File: config.mk
export PLATFORM = sky130hd
export DESIGN_NAME = hid_key_to_terminal_bytes_top
export DESIGN_NICKNAME = d
export VERILOG_FILES = /design/src/rtl/core/hkt_pkg.sv /design/src/rtl/core/hkt_front.sv /design/src/rtl/core/hkt_queue.sv /design/src/rtl/core/hkt_back.sv /design/src/rtl/core/hid_key_to_terminal_bytes_top.sv
export SDC_FILE = /design/constraint.sdc
export NUM_CORES = 1
export LEC_CHECK = 0
export BUFFER_PORTS_ARGS = -buffer_cell sky130_fd_sc_hd__buf_2
export CORE_AREA = 2 2 142 179
export CTS_CLUSTER_SIZE = 12
export DETAILED_ROUTE_END_ITERATION = 10
export DIE_AREA = 0 0 144 181
export SLEW_MARGIN = 10
export SYNTH_ARGS = -nofsm -noshare
export SYNTH_HDL_FRONTEND = slang
export SYNTH_SLANG_ARGS = --single-unit
export TNS_END_PERCENT = 20
File: constraint.sdc
create_clock -name i_clk -period 11.7 [get_ports i_clk]
set_input_delay 0 -clock i_clk [delete_from_list [all_inputs] [get_ports i_clk]]
set_output_delay 0 -clock i_clk [all_outputs]
set_load 0.005 [all_outputs]
File: src/rtl/core/hkt_pkg.sv
`timescale 1ns / 1ps
// ----------------------------------------------------------------------------
// hkt_pkg
// Types, constants and translation tables for the HID key to terminal byte
// translator.
// ----------------------------------------------------------------------------
package hkt_pkg;

    localparam int unsigned COUNTER_BITS_DEF = 16;
    localparam int unsigned QUEUE_DEPTH_DEF  = 4;

    localparam logic [15:0] FIRST_DELAY_RST = 16'd500;
    localparam logic [15:0] NEXT_DELAY_RST  = 16'd33;

    typedef enum logic [0:0] {
        CFG_FIRST_DELAY = 1'b0,
        CFG_NEXT_DELAY  = 1'b1
    } t_cfg_idx;

    typedef enum logic [0:0] {
        FUNC_REPORT = 1'b0,
        FUNC_TICK   = 1'b1
    } t_func;

    localparam logic [7:0] KEY_EMPTY  = 8'h00;
    localparam logic [7:0] KEY_A      = 8'h04;
    localparam logic [7:0] KEY_Z      = 8'h1D;
    localparam logic [7:0] KEY_1      = 8'h1E;
    localparam logic [7:0] KEY_0      = 8'h27;
    localparam logic [7:0] KEY_ENTER  = 8'h28;
    localparam logic [7:0] KEY_ESC    = 8'h29;
    localparam logic [7:0] KEY_BKSP   = 8'h2A;
    localparam logic [7:0] KEY_TAB    = 8'h2B;
    localparam logic [7:0] KEY_SPACE  = 8'h2C;
    localparam logic [7:0] KEY_MINUS  = 8'h2D;
    localparam logic [7:0] KEY_NONUS  = 8'h32;
    localparam logic [7:0] KEY_SLASH  = 8'h38;
    localparam logic [7:0] KEY_CAPS   = 8'h39;
    localparam logic [7:0] KEY_F1     = 8'h3A;
    localparam logic [7:0] KEY_F12    = 8'h45;
    localparam logic [7:0] KEY_SCROLL = 8'h47;
    localparam logic [7:0] KEY_RIGHT  = 8'h4F;
    localparam logic [7:0] KEY_UP     = 8'h52;
    localparam logic [7:0] KEY_NUMLK  = 8'h53;

    localparam logic [7:0] CHR_ESC  = 8'h1B;
    localparam logic [7:0] CHR_CR   = 8'h0D;
    localparam logic [7:0] CHR_BS   = 8'h08;
    localparam logic [7:0] CHR_TAB  = 8'h09;
    localparam logic [7:0] CHR_SP   = 8'h20;
    localparam logic [7:0] CHR_LBR  = 8'h5B;
    localparam logic [7:0] CHR_TIL  = 8'h7E;
    localparam logic [7:0] CHR_LC_A = 8'h61;
    localparam logic [7:0] CHR_UC_A = 8'h41;

    localparam logic [7:0] DIGIT_LO [10] = '{
        8'h31, 8'h32, 8'h33, 8'h34, 8'h35, 8'h36, 8'h37, 8'h38, 8'h39, 8'h30};
    localparam logic [7:0] DIGIT_HI [10] = '{
        8'h21, 8'h40, 8'h23, 8'h24, 8'h25, 8'h5E, 8'h26, 8'h2A, 8'h28, 8'h29};
    localparam logic [7:0] PUNCT_LO [12] = '{
        8'h2D, 8'h3D, 8'h5B, 8'h5D, 8'h5C, 8'h00,
        8'h3B, 8'h27, 8'h60, 8'h2C, 8'h2E, 8'h2F};
    localparam logic [7:0] PUNCT_HI [12] = '{
        8'h5F, 8'h2B, 8'h7B, 8'h7D, 8'h7C, 8'h00,
        8'h3A, 8'h22, 8'h7E, 8'h3C, 8'h3E, 8'h3F};
    // F1..F12 sequence digits: 11..15, 17..21, 23, 24
    localparam logic [7:0] FKEY_TENS [12] = '{
        8'h31, 8'h31, 8'h31, 8'h31, 8'h31, 8'h31,
        8'h31, 8'h31, 8'h32, 8'h32, 8'h32, 8'h32};
    localparam logic [7:0] FKEY_ONES [12] = '{
        8'h31, 8'h32, 8'h33, 8'h34, 8'h35, 8'h37,
        8'h38, 8'h39, 8'h30, 8'h31, 8'h33, 8'h34};
    // right, left, down, up
    localparam logic [7:0] ARROW_CHR [4] = '{8'h43, 8'h44, 8'h42, 8'h41};

    typedef struct packed {
        logic       func;
        logic [7:0] usage;
        logic       shift;
        logic       ctrl;
    } t_in_item;

    typedef struct packed {
        logic       kind;
        logic [7:0] out_byte;
        logic       caps_led;
        logic       last;
    } t_out_item;

    typedef struct packed {
        logic [7:0] code;
        logic       shift;
        logic       caps;
    } t_job;

    typedef struct packed {
        logic valid;
        t_job job;
    } t_job_xfer;

    function automatic logic key_exempt(input logic [7:0] code);
        return (code == KEY_EMPTY) || (code == KEY_ENTER) || (code == KEY_ESC) ||
               (code == KEY_TAB) || (code == KEY_CAPS) || (code == KEY_SCROLL) ||
               (code == KEY_NUMLK);
    endfunction

    // number of bytes a key emits
    function automatic logic [2:0] key_len(input logic [7:0] code);
        logic [2:0] n;
        n = 3'd0;
        if (code >= KEY_A && code <= KEY_CAPS && code != KEY_NONUS) begin
            n = 3'd1;
        end else if (code >= KEY_F1 && code <= KEY_F12) begin
            n = 3'd5;
        end else if (code >= KEY_RIGHT && code <= KEY_UP) begin
            n = 3'd3;
        end
        return n;
    endfunction

    function automatic logic [7:0] key_byte(input logic [7:0] code, input logic shift,
                                            input logic caps, input logic [2:0] idx);
        logic [7:0] b;
        logic [7:0] off;
        b = 8'h00;
        off = 8'h00;
        if (code >= KEY_A && code <= KEY_Z) begin
            off = code - KEY_A;
            b = ((caps ^ shift) ? CHR_UC_A : CHR_LC_A) + off;
        end else if (code >= KEY_1 && code <= KEY_0) begin
            off = code - KEY_1;
            b = shift ? DIGIT_HI[off[3:0]] : DIGIT_LO[off[3:0]];
        end else if (code == KEY_ENTER) begin
            b = CHR_CR;
        end else if (code == KEY_ESC) begin
            b = CHR_ESC;
        end else if (code == KEY_BKSP) begin
            b = CHR_BS;
        end else if (code == KEY_TAB) begin
            b = CHR_TAB;
        end else if (code == KEY_SPACE) begin
            b = CHR_SP;
        end else if (code >= KEY_MINUS && code <= KEY_SLASH) begin
            off = code - KEY_MINUS;
            b = shift ? PUNCT_HI[off[3:0]] : PUNCT_LO[off[3:0]];
        end else if (code >= KEY_F1 && code <= KEY_F12) begin
            off = code - KEY_F1;
            case (idx)
                3'd0:    b = CHR_ESC;
                3'd1:    b = CHR_LBR;
                3'd2:    b = FKEY_TENS[off[3:0]];
                3'd3:    b = FKEY_ONES[off[3:0]];
                default: b = CHR_TIL;
            endcase
        end else if (code >= KEY_RIGHT && code <= KEY_UP) begin
            off = code - KEY_RIGHT;
            case (idx)
                3'd0:    b = CHR_ESC;
                3'd1:    b = CHR_LBR;
                default: b = ARROW_CHR[off[1:0]];
            endcase
        end
        return b;
    endfunction

endpackage

File: src/rtl/core/hkt_front.sv
`timescale 1ns / 1ps
// ----------------------------------------------------------------------------
// hkt_front
// Takes reports and ticks, keeps key, modifier, caps and repeat state, and
// posts one translation job per transaction that produces output.
// ----------------------------------------------------------------------------
module hkt_front
    import hkt_pkg::*;
#(
    parameter int unsigned COUNTER_BITS = COUNTER_BITS_DEF
) (
    input  logic        i_clk,
    input  logic        i_rst_n,
    input  logic        i_valid,
    input  t_in_item    i_data,
    input  logic        i_full,
    input  logic        i_cfg_we,
    input  logic [0:0]  i_cfg_addr,
    input  logic [15:0] i_cfg_wdata,
    output t_job_xfer   o_push
);

    logic [15:0]             r_first, r_next;
    logic [7:0]              r_held, n_held;
    logic [COUNTER_BITS-1:0] r_cnt, n_cnt, dec_cnt;
    logic                    r_caps, n_caps;
    logic                    r_shift, n_shift;
    logic                    r_ctrl, n_ctrl;
    logic                    accept;

    assign accept  = i_valid && !i_full;
    assign dec_cnt = r_cnt - 1'b1;

    always_comb begin
        n_held = r_held;
        n_cnt = r_cnt;
        n_caps = r_caps;
        n_shift = r_shift;
        n_ctrl = r_ctrl;
        o_push.valid = 1'b0;
        o_push.job.code = r_held;
        o_push.job.shift = r_shift;
        o_push.job.caps = r_caps;
        if (accept) begin
            if (i_data.func == FUNC_REPORT) begin
                n_shift = i_data.shift;
                n_ctrl = i_data.ctrl;
                if (i_data.usage != r_held) begin
                    n_held = i_data.usage;
                    if (!key_exempt(i_data.usage) && !i_data.ctrl) begin
                        n_cnt = COUNTER_BITS'(r_first);
                    end else begin
                        n_cnt = '0;
                    end
                    if (i_data.usage == KEY_CAPS) begin
                        n_caps = ~r_caps;
                    end
                    o_push.valid = (key_len(i_data.usage) != 3'd0);
                    o_push.job.code = i_data.usage;
                    o_push.job.shift = i_data.shift;
                    o_push.job.caps = n_caps;
                end
            end else if (r_cnt != '0) begin
                if (dec_cnt != '0) begin
                    n_cnt = dec_cnt;
                end else begin
                    n_cnt = COUNTER_BITS'(r_next);
                    if (r_held == KEY_CAPS) begin
                        n_caps = ~r_caps;
                    end
                    o_push.valid = (key_len(r_held) != 3'd0);
                    o_push.job.caps = n_caps;
                end
            end
        end
    end

    always_ff @(posedge i_clk) begin
        if (!i_rst_n) begin
            r_first <= FIRST_DELAY_RST;
            r_next <= NEXT_DELAY_RST;
            r_held <= KEY_EMPTY;
            r_cnt <= '0;
            r_caps <= 1'b0;
            r_shift <= 1'b0;
            r_ctrl <= 1'b0;
        end else begin
            if (i_cfg_we && i_cfg_addr == CFG_FIRST_DELAY) begin
                r_first <= i_cfg_wdata;
            end
            if (i_cfg_we && i_cfg_addr == CFG_NEXT_DELAY) begin
                r_next <= i_cfg_wdata;
            end
            r_held <= n_held;
            r_cnt <= n_cnt;
            r_caps <= n_caps;
            r_shift <= n_shift;
            r_ctrl <= n_ctrl;
        end
    end

endmodule

File: src/rtl/core/hkt_queue.sv
`timescale 1ns / 1ps
// ----------------------------------------------------------------------------
// hkt_queue
// Short job queue between the front and back ends.
// ----------------------------------------------------------------------------
module hkt_queue
    import hkt_pkg::*;
#(
    parameter int unsigned QUEUE_DEPTH = QUEUE_DEPTH_DEF
) (
    input  logic      i_clk,
    input  logic      i_rst_n,
    input  t_job_xfer i_push,
    input  logic      i_pop,
    output logic      o_full,
    output t_job_xfer o_head
);

    localparam int unsigned PtrW = (QUEUE_DEPTH > 1) ? $clog2(QUEUE_DEPTH) : 1;
    localparam int unsigned CntW = $clog2(QUEUE_DEPTH + 1);
    localparam logic [PtrW-1:0] PtrLast = PtrW'(QUEUE_DEPTH - 1);
    localparam logic [CntW-1:0] CntFull = CntW'(QUEUE_DEPTH);

    t_job            r_mem [QUEUE_DEPTH];
    logic [PtrW-1:0] r_wr, r_rd;
    logic [CntW-1:0] r_count;

    assign o_full = (r_count == CntFull);
    assign o_head.valid = (r_count != '0);
    assign o_head.job = r_mem[r_rd];

    always_ff @(posedge i_clk) begin
        if (i_push.valid) begin
            r_mem[r_wr] <= i_push.job;
        end
    end

    always_ff @(posedge i_clk) begin
        if (!i_rst_n) begin
            r_wr <= '0;
            r_rd <= '0;
            r_count <= '0;
        end else begin
            if (i_push.valid) begin
                r_wr <= (r_wr == PtrLast) ? '0 : r_wr + 1'b1;
            end
            if (i_pop) begin
                r_rd <= (r_rd == PtrLast) ? '0 : r_rd + 1'b1;
            end
            if (i_push.valid && !i_pop) begin
                r_count <= r_count + 1'b1;
            end else if (i_pop && !i_push.valid) begin
                r_count <= r_count - 1'b1;
            end
        end
    end

    a_no_overflow: assert property (@(posedge i_clk) disable iff (!i_rst_n)
        o_full |-> !i_push.valid)
        else $error("job pushed into full queue");

    a_no_underflow: assert property (@(posedge i_clk) disable iff (!i_rst_n)
        !o_head.valid |-> !i_pop)
        else $error("job popped from empty queue");

    a_count_bound: assert property (@(posedge i_clk) disable iff (!i_rst_n)
        r_count <= CntFull)
        else $error("queue count beyond depth");

    a_push_count: assert property (@(posedge i_clk) disable iff (!i_rst_n)
        (i_push.valid && !i_pop) |=> (r_count == $past(r_count) + 1'b1))
        else $error("queue count did not follow push");

endmodule

File: src/rtl/core/hkt_back.sv
`timescale 1ns / 1ps
// ----------------------------------------------------------------------------
// hkt_back
// Expands the job at the queue head into output bytes, one per cycle while the
// output is not stalled, into the output register.
// ----------------------------------------------------------------------------
module hkt_back
    import hkt_pkg::*;
(
    input  logic      i_clk,
    input  logic      i_rst_n,
    input  t_job_xfer i_head,
    output logic      o_pop,
    output logic      o_valid,
    output t_out_item o_data,
    input  logic      i_stall
);

    logic       r_valid;
    t_out_item  r_data;
    logic [2:0] r_idx;
    logic [2:0] len;
    logic       advance;
    logic       is_last;

    assign len     = key_len(i_head.job.code);
    assign is_last = (r_idx == len - 3'd1);
    assign advance = i_head.valid && (!r_valid || !i_stall);
    assign o_pop   = advance && is_last;
    assign o_valid = r_valid;
    assign o_data  = r_data;

    always_ff @(posedge i_clk) begin
        if (advance) begin
            r_data.kind <= (i_head.job.code == KEY_CAPS);
            r_data.out_byte <= key_byte(i_head.job.code, i_head.job.shift,
                                        i_head.job.caps, r_idx);
            r_data.caps_led <= i_head.job.caps;
            r_data.last <= is_last;
        end
    end

    always_ff @(posedge i_clk) begin
        if (!i_rst_n) begin
            r_valid <= 1'b0;
            r_idx <= 3'd0;
        end else begin
            if (advance) begin
                r_valid <= 1'b1;
                r_idx <= is_last ? 3'd0 : r_idx + 3'd1;
            end else if (!i_stall) begin
                r_valid <= 1'b0;
            end
        end
    end

    a_idx_in_job: assert property (@(posedge i_clk) disable iff (!i_rst_n)
        i_head.valid |-> (r_idx < len))
        else $error("byte index beyond job length");

    a_idx_idle: assert property (@(posedge i_clk) disable iff (!i_rst_n)
        !i_head.valid |-> (r_idx == 3'd0))
        else $error("byte index left over without a job");

    a_last_pops: assert property (@(posedge i_clk) disable iff (!i_rst_n)
        o_pop |=> (r_valid && r_data.last))
        else $error("job popped without a final byte");

endmodule

File: src/rtl/core/hid_key_to_terminal_bytes_top.sv
`timescale 1ns / 1ps
// ----------------------------------------------------------------------------
// hid_key_to_terminal_bytes_top
// HID key usage codes to terminal bytes, with typematic repeat.
//
//   channel  direction  handshake                 payload
//   input    in         i_in_valid / o_in_stall   i_in_data  (t_in_item)
//   output   out        o_out_valid / i_out_stall o_out_data (t_out_item)
//   config   in         i_cfg_we                  i_cfg_addr, i_cfg_wdata
//
// One transaction is taken per cycle while the job queue has room.
// Output runs at one byte per cycle while i_out_stall is low; a key gives
// 0, 1, 3 or 5 bytes.
// The first byte of a taken transaction is registered in the queue, then in the output register.
// Synchronous active-low reset; no clearing pass.
// o_in_stall follows queue fullness only; o_out_valid is registered, with no combinational path from stall.
// ----------------------------------------------------------------------------
module hid_key_to_terminal_bytes_top
    import hkt_pkg::*;
#(
    parameter int unsigned COUNTER_BITS = COUNTER_BITS_DEF,
    parameter int unsigned QUEUE_DEPTH  = QUEUE_DEPTH_DEF
) (
    input  logic        i_clk,
    input  logic        i_rst_n,
    input  logic        i_in_valid,
    output logic        o_in_stall,
    input  t_in_item    i_in_data,
    output logic        o_out_valid,
    input  logic        i_out_stall,
    output t_out_item   o_out_data,
    input  logic        i_cfg_we,
    input  logic [0:0]  i_cfg_addr,
    input  logic [15:0] i_cfg_wdata
);

    t_job_xfer push;
    t_job_xfer head;
    logic      full;
    logic      pop;

    assign o_in_stall = full;

    hkt_front #(
        .COUNTER_BITS (COUNTER_BITS)
    ) u_front (
        .i_clk       (i_clk),
        .i_rst_n     (i_rst_n),
        .i_valid     (i_in_valid),
        .i_data      (i_in_data),
        .i_full      (full),
        .i_cfg_we    (i_cfg_we),
        .i_cfg_addr  (i_cfg_addr),
        .i_cfg_wdata (i_cfg_wdata),
        .o_push      (push)
    );

    hkt_queue #(
        .QUEUE_DEPTH (QUEUE_DEPTH)
    ) u_queue (
        .i_clk   (i_clk),
        .i_rst_n (i_rst_n),
        .i_push  (push),
        .i_pop   (pop),
        .o_full  (full),
        .o_head  (head)
    );

    hkt_back u_back (
        .i_clk   (i_clk),
        .i_rst_n (i_rst_n),
        .i_head  (head),
        .o_pop   (pop),
        .o_valid (o_out_valid),
        .o_data  (o_out_data),
        .i_stall (i_out_stall)
    );

endmodule

### After elaboration in Yosys (flattened, before gate mapping)

Memories as Yosys holds them, arrays and structs flattened. A register that Yosys moved wholly into a read port is not among the register bits.
Cells that the tools add are included.

* bits in registers: 80
* bits in latches: 0
* RAM bits: 40
* ROM bits: 768
* bits of input ports: 33
* output and inout bits: 13
* logic and storage cells: 221
* memories kept: 7

* add/subtract/negate cells: 13
* multiply operators: 0
* divide/modulo/power cells: 0
* order comparisons: 27
* eq/ne operators: 26
* shift operators: 0
* mux-type cells: 75
* bitwise gates (word level): 8
* reductions and logical operators: 50

Memories
* (name not given): words 16, width 8, read ports 1, clocked after Yosys merged registers in 0, wr ports 0, RTL line hkt_pkg.sv:151 `3'd2: b = FKEY_TENS[off[3:0]];`
* (name not given): words 16, width 8, read ports 1, clocked after Yosys merged registers in 0, wr ports 0, RTL line hkt_pkg.sv:152 `3'd3: b = FKEY_ONES[off[3:0]];`
* (name not given): words 16, width 8, read ports 1, clocked after Yosys merged registers in 0, wr ports 0, RTL line hkt_pkg.sv:132 `b = shift ? DIGIT_HI[off[3:0]] : DIGIT_LO[off[3:0]];`
* (name not given): words 16, width 8, read ports 1, clocked after Yosys merged registers in 0, wr ports 0, RTL line hkt_pkg.sv:132
* (name not given): words 16, width 8, read ports 1, clocked after Yosys merged registers in 0, wr ports 0, RTL line hkt_pkg.sv:145 `b = shift ? PUNCT_HI[off[3:0]] : PUNCT_LO[off[3:0]];`
* (name not given): words 16, width 8, read ports 1, clocked after Yosys merged registers in 0, wr ports 0, RTL line hkt_pkg.sv:145
* +1 memories

Operators with widths (count)
* $mux W8: 26
* $eq A8 B6 Y1 const B: 11
* $mux W16: 5
* $le A8 B7 Y1 const B: 6
* $mux W3: 16
* $le A8 B6 Y1 const B: 5
* $ge A8 B6 Y1 const B: 4
* $pmux W8 S4: 1
* $reduce_bool A16 Y1: 2
* $ge A8 B3 Y1 const B: 3
* $ge A8 B7 Y1 const B: 3
* $ne A8 B6 Y1 const B: 3
* $logic_and A1 B1 Y1: 23
* $mux W11: 2
* $bmux W8 S2: 1
* $eq A8 B7 Y1 const B: 2
* $pmux W8 S2: 1
* $sub A16 B1 Y16 const B: 1
* $ge A5 B5 Y1 const B: 3
* $not A4 Y5: 3
* $mux W1: 14
* $mux W2: 7
* $sub A4 B4 Y4 const B: 3
* $mux W9: 1
* other kinds (28): 53

### Logic depth before layout (Yosys ltp)

* word-level depth: 18
* depth in mapped cells: 19
* depth with buffers taken out: 17

### By module

A second synthesis with hierarchy kept.

* cells, all modules: 816
* area, all modules: 7413.4 µm²

By module, submodules not included
* hkt_front: times used 1, cells each 413, area an instance 3194.3 µm², sequential area each 1161.1 µm²
* hkt_back: times used 1, cells each 307, area an instance 2317.2 µm², sequential area each 410.4 µm²
* hkt_queue: times used 1, cells each 96, area an instance 1901.8 µm², sequential area each 1381.3 µm²

### Worst setup path before layout

Ideal clock, no wire load.

* kind: flip-flop to flip-flop
* start: register with a tool-made name
* end: register u_queue.r_count[2]
* setup time: 76 ps
* arrival: 4037 ps
* data required time: 11624 ps
* slack: 7588 ps
* stages on the path, launching flop included: 20
* buffers on the path: 3
* clock period less this slack: 4112 ps
* cells stage by stage: dfxtp_1 buf_6 mux4_2 buf_2 inv_1 ha_1 clkbuf_1 nand2_1 o21ai_0 a21oi_1 or3_1 a31oi_2 a21oi_4 inv_1 ha_1 inv_1 fa_1 xor2_1 or3_1 a21boi_0

RTL lines
* to (signal assigned): RTL line hkt_queue.sv:51 `r_count <= r_count + 1'b1;`
* to (signal assigned): RTL line hkt_queue.sv:53 `r_count <= r_count - 1'b1;`
* to (decl): RTL line hkt_queue.sv:26 `logic [CntW-1:0] r_count;`

==> metrics.txt <==
hold path endpoint u_queue.r_mem[2][9]; Top Ports between 40 and 50; share of the synthesized area in the top cell type 20.5%; worst ir drop on vdd slightly above 0.1 mV; H-tree level count 4; EDFF count, synth 51; Layout Nets slightly above 900; TritonCTS Buffers 17; power per cell area approximately 150 mW/mm²; Tightest Hold Check Type primary input to flip-flop; crit path DAT roughly 5.1 ns; Seq cells post-synth 122; initial antenna violation count 1; Placement Cell Area approximately 0.0079 mm²; Most used DFF post-synth dfxtp_1; Placer Congestion a little over 0.9; Slew HR around a third; Clock transition at path regs ~0.06 ns; ANT nets after route 0; outcome completed; Port Buffers 45; Slew @ Worst Pin between 1 and 1.5 ns; all-layer global routing usage 15.3%; Critical Path RT roughly 12 ns; Max-cap violations 0; Initial Util between 30% and 40%; Syn Nets 884; commonest non-fill, non-tap cell in the layout nand2_1; Clock Tree Root clkbuf_16; HPWL after DPL approximately 14000 µm; vias in the first global route roughly 6000; vias per inst roughly 5.1; Die Ht roughly 180 µm; ys async rst share 0%; total global routing overflow 0; Tcrit/Tclk final roughly 41%; Setup TNS Final 0 ns; crit path kind flip-flop to flip-flop; most frequent cells in the layout nand2_1 (126), dfxtp_1 (71), edfxtp_1 (51); R2R depth 16; Compound-Gate Fraction of Synth Area 19.6%; Slew Viols, Final 0; crit-path max FO 16; RSZ-0062 raised after global routing false; Die Width approximately 140 µm; Inst Count DP approximately 1100; buffers and inverters on the worst path 3; hold_sp i_in_data[9]; Mean Syn Cell Area 9.20 µm²; Critical Path End Type flip-flop; R2R Setup Slk slightly below 7 ns; dominant cell type by area after synthesis edfxtp_1; Post-Layout Cell Count 1194; main combinational cell family by area after synthesis compound AO/OA/AOI/OAI gates; simple-gate portion of the synthesized area between 10% and 20%; final WL between 15000 and 20000 µm; final setup fails 0; worst-path cell chain mux4_2 > inv_1 > ha_1 > nand2_1 > o21ai_0 > a21oi_1 > or3_1 > a31oi_2 > a21oi_4 > inv_1 > ha_1 > inv_1 > fa_1 > xor2_1 > or3_1 > a21boi_0; final hold violation count 0; Crit path max-delay family adder cells; Worst R2R End u_queue.r_count[2]; post_cts resized 0; Unique masters post-synth 86; Max Fclk about 0.21 GHz; Post-Synth XOR/XNOR Area roughly 4.3%; CTS tree done; main area contributors after synthesis edfxtp_1 (21%), dfxtp_1 (19%), ha_1 (6.4%); post-synthesis mux area share about 7%; Clock Latency Late Sink ~0.42 ns; CORE AREA 0.0243 mm²; Leak Pwr 3.25 nW; sequential area share after synthesis just under 40%; CP most frequent cell inv_1; 1st-pass router iterations 5; Residual DRC 0; Setup crit start kind flip-flop; Syn-to-layout area delta 16.6%; CTS Sinks between 100 and 150; Hold Path Depth 2; 1st-iter DRT viols ~320; Via Count a little over 6000; first-pass GRT wire length about 31000 µm; post-synthesis cell area roughly 0.0075 mm²; Ys Warns 0; FP Rows 64; CTS Buffer Depth 2; Final min period between 4 and 5 ns; largest net degree at the start of global routing 75; Clock Skews around 0.016 ns; die area around 0.026 mm²; hold slack final 0.0624 ns; slowest stage cell, crit path mux4_2; Mapped Cells 812; Post-Synth Adder-Cell Area 6.77%; WL per Instance between 15 and 20 µm; worst stage delay on the critical path around 0.77 ns; share of layout cells above drive strength 1 a little over an eighth; final instance area a little under 0.009 mm²
## routing by layer
metal	vias to the layer above	global-route usage, %	part of all wire, %
li1	3040	-	-
met1	2817	16.9	41
met2	160	27.3	51
met3	46	3.15	3.7
met4	0	7.45	4.3
met5	-	0	0
## worst max path at each step
stage	startpoint	cells past startpoint	slack (ns)	endpoint
floorplan	flip-flop	19	7.59	u_queue.r_count[2]
global placement	flip-flop	16	7.00	u_queue.r_count[2]
detailed placement	flip-flop	16	6.90	u_queue.r_count[2]
CTS	flip-flop	16	6.88	u_queue.r_count[2]
global route	flip-flop	16	6.48	u_queue.r_count[2]
finish	flip-flop	16	6.91	u_queue.r_count[2]
## per-stage QoR
stage	setup WS [ns]	utilization (%)	total power, W
floorplan	7.59	-	0.000713
global placement	7.00	32.7	0.000791
detailed placement	6.90	32.7	0.000792
CTS	6.88	35.9	0.00132
global route	6.48	35.9	0.00138
finish	6.91	35.9	0.00131
## area by class of cell
cell class	instances	area, µm²
diodes	1	2.50
clock buffers	22	464
clock inverters	10	116
fillers	2486	15600
inverters	30	113
multi-input cells	612	4210
flip-flops and latches	122	2950
well taps	330	413
repair buffers	67	435
## cell usage after synthesis (6+ instances only)
cell type	count
nand2_1	126
dfxtp_1	71
edfxtp_1	51
clkbuf_1	41
a21oi_1	39
o21ai_0	39
ha_1	38
nor2_1	35
nand3_1	32
a21boi_0	28
inv_1	28
xnor2_1	22
and2_1	20
nor3_1	19
a31oi_1	18
mux2i_1	15
mux2_2	14
xor2_1	13
a22oi_1	11
nor2b_1	11
mux4_2	8
nand4_1	7
buf_2	6
nand3b_1	6
## flip-flops by register name, indices dropped and copies added (netlist names), named ones only
register and flops:
u_front.r_caps 1, u_queue.r_mem 40, u_front.r_next 16, u_back.o_valid 1
u_queue.r_rd 2, u_queue.r_count 3, u_front.r_shift 1, u_front.r_cnt 16
u_back.o_data 11, u_back.r_idx 3, u_queue.r_wr 2, u_front.r_held 8
u_front.r_first 16
## cell families (layout without fill, tap and decap cells)
| family | after synthesis | count (layout) |
|---|---|---|
| and+or+nand+nor | 292 | 292 |
| AOI/OAI and AO/OA | 206 | 206 |
| DFF | 122 | 122 |
| buffers and inverters | 78 | 129 |
| adders and majority gates | 40 | 40 |
| muxes | 38 | 38 |
| xor gates and xnor gates | 36 | 36 |
| other | 0 | 1 |
## power by group
part	switching (W)	internal (W)
logic	0.000171	0.000113
registers	0.0000263	0.000479
clock network	0.000193	0.000326
total	0.000390	0.000918
## timing repair
item | in CTS | in global routing
setup endpoints to repair | 0 | 0
setup buffers | 0 | 0
hold buffers | 18 | 0
endpoints found under the hold margin | 38 | 0
(Power assumes the default switching activity.)
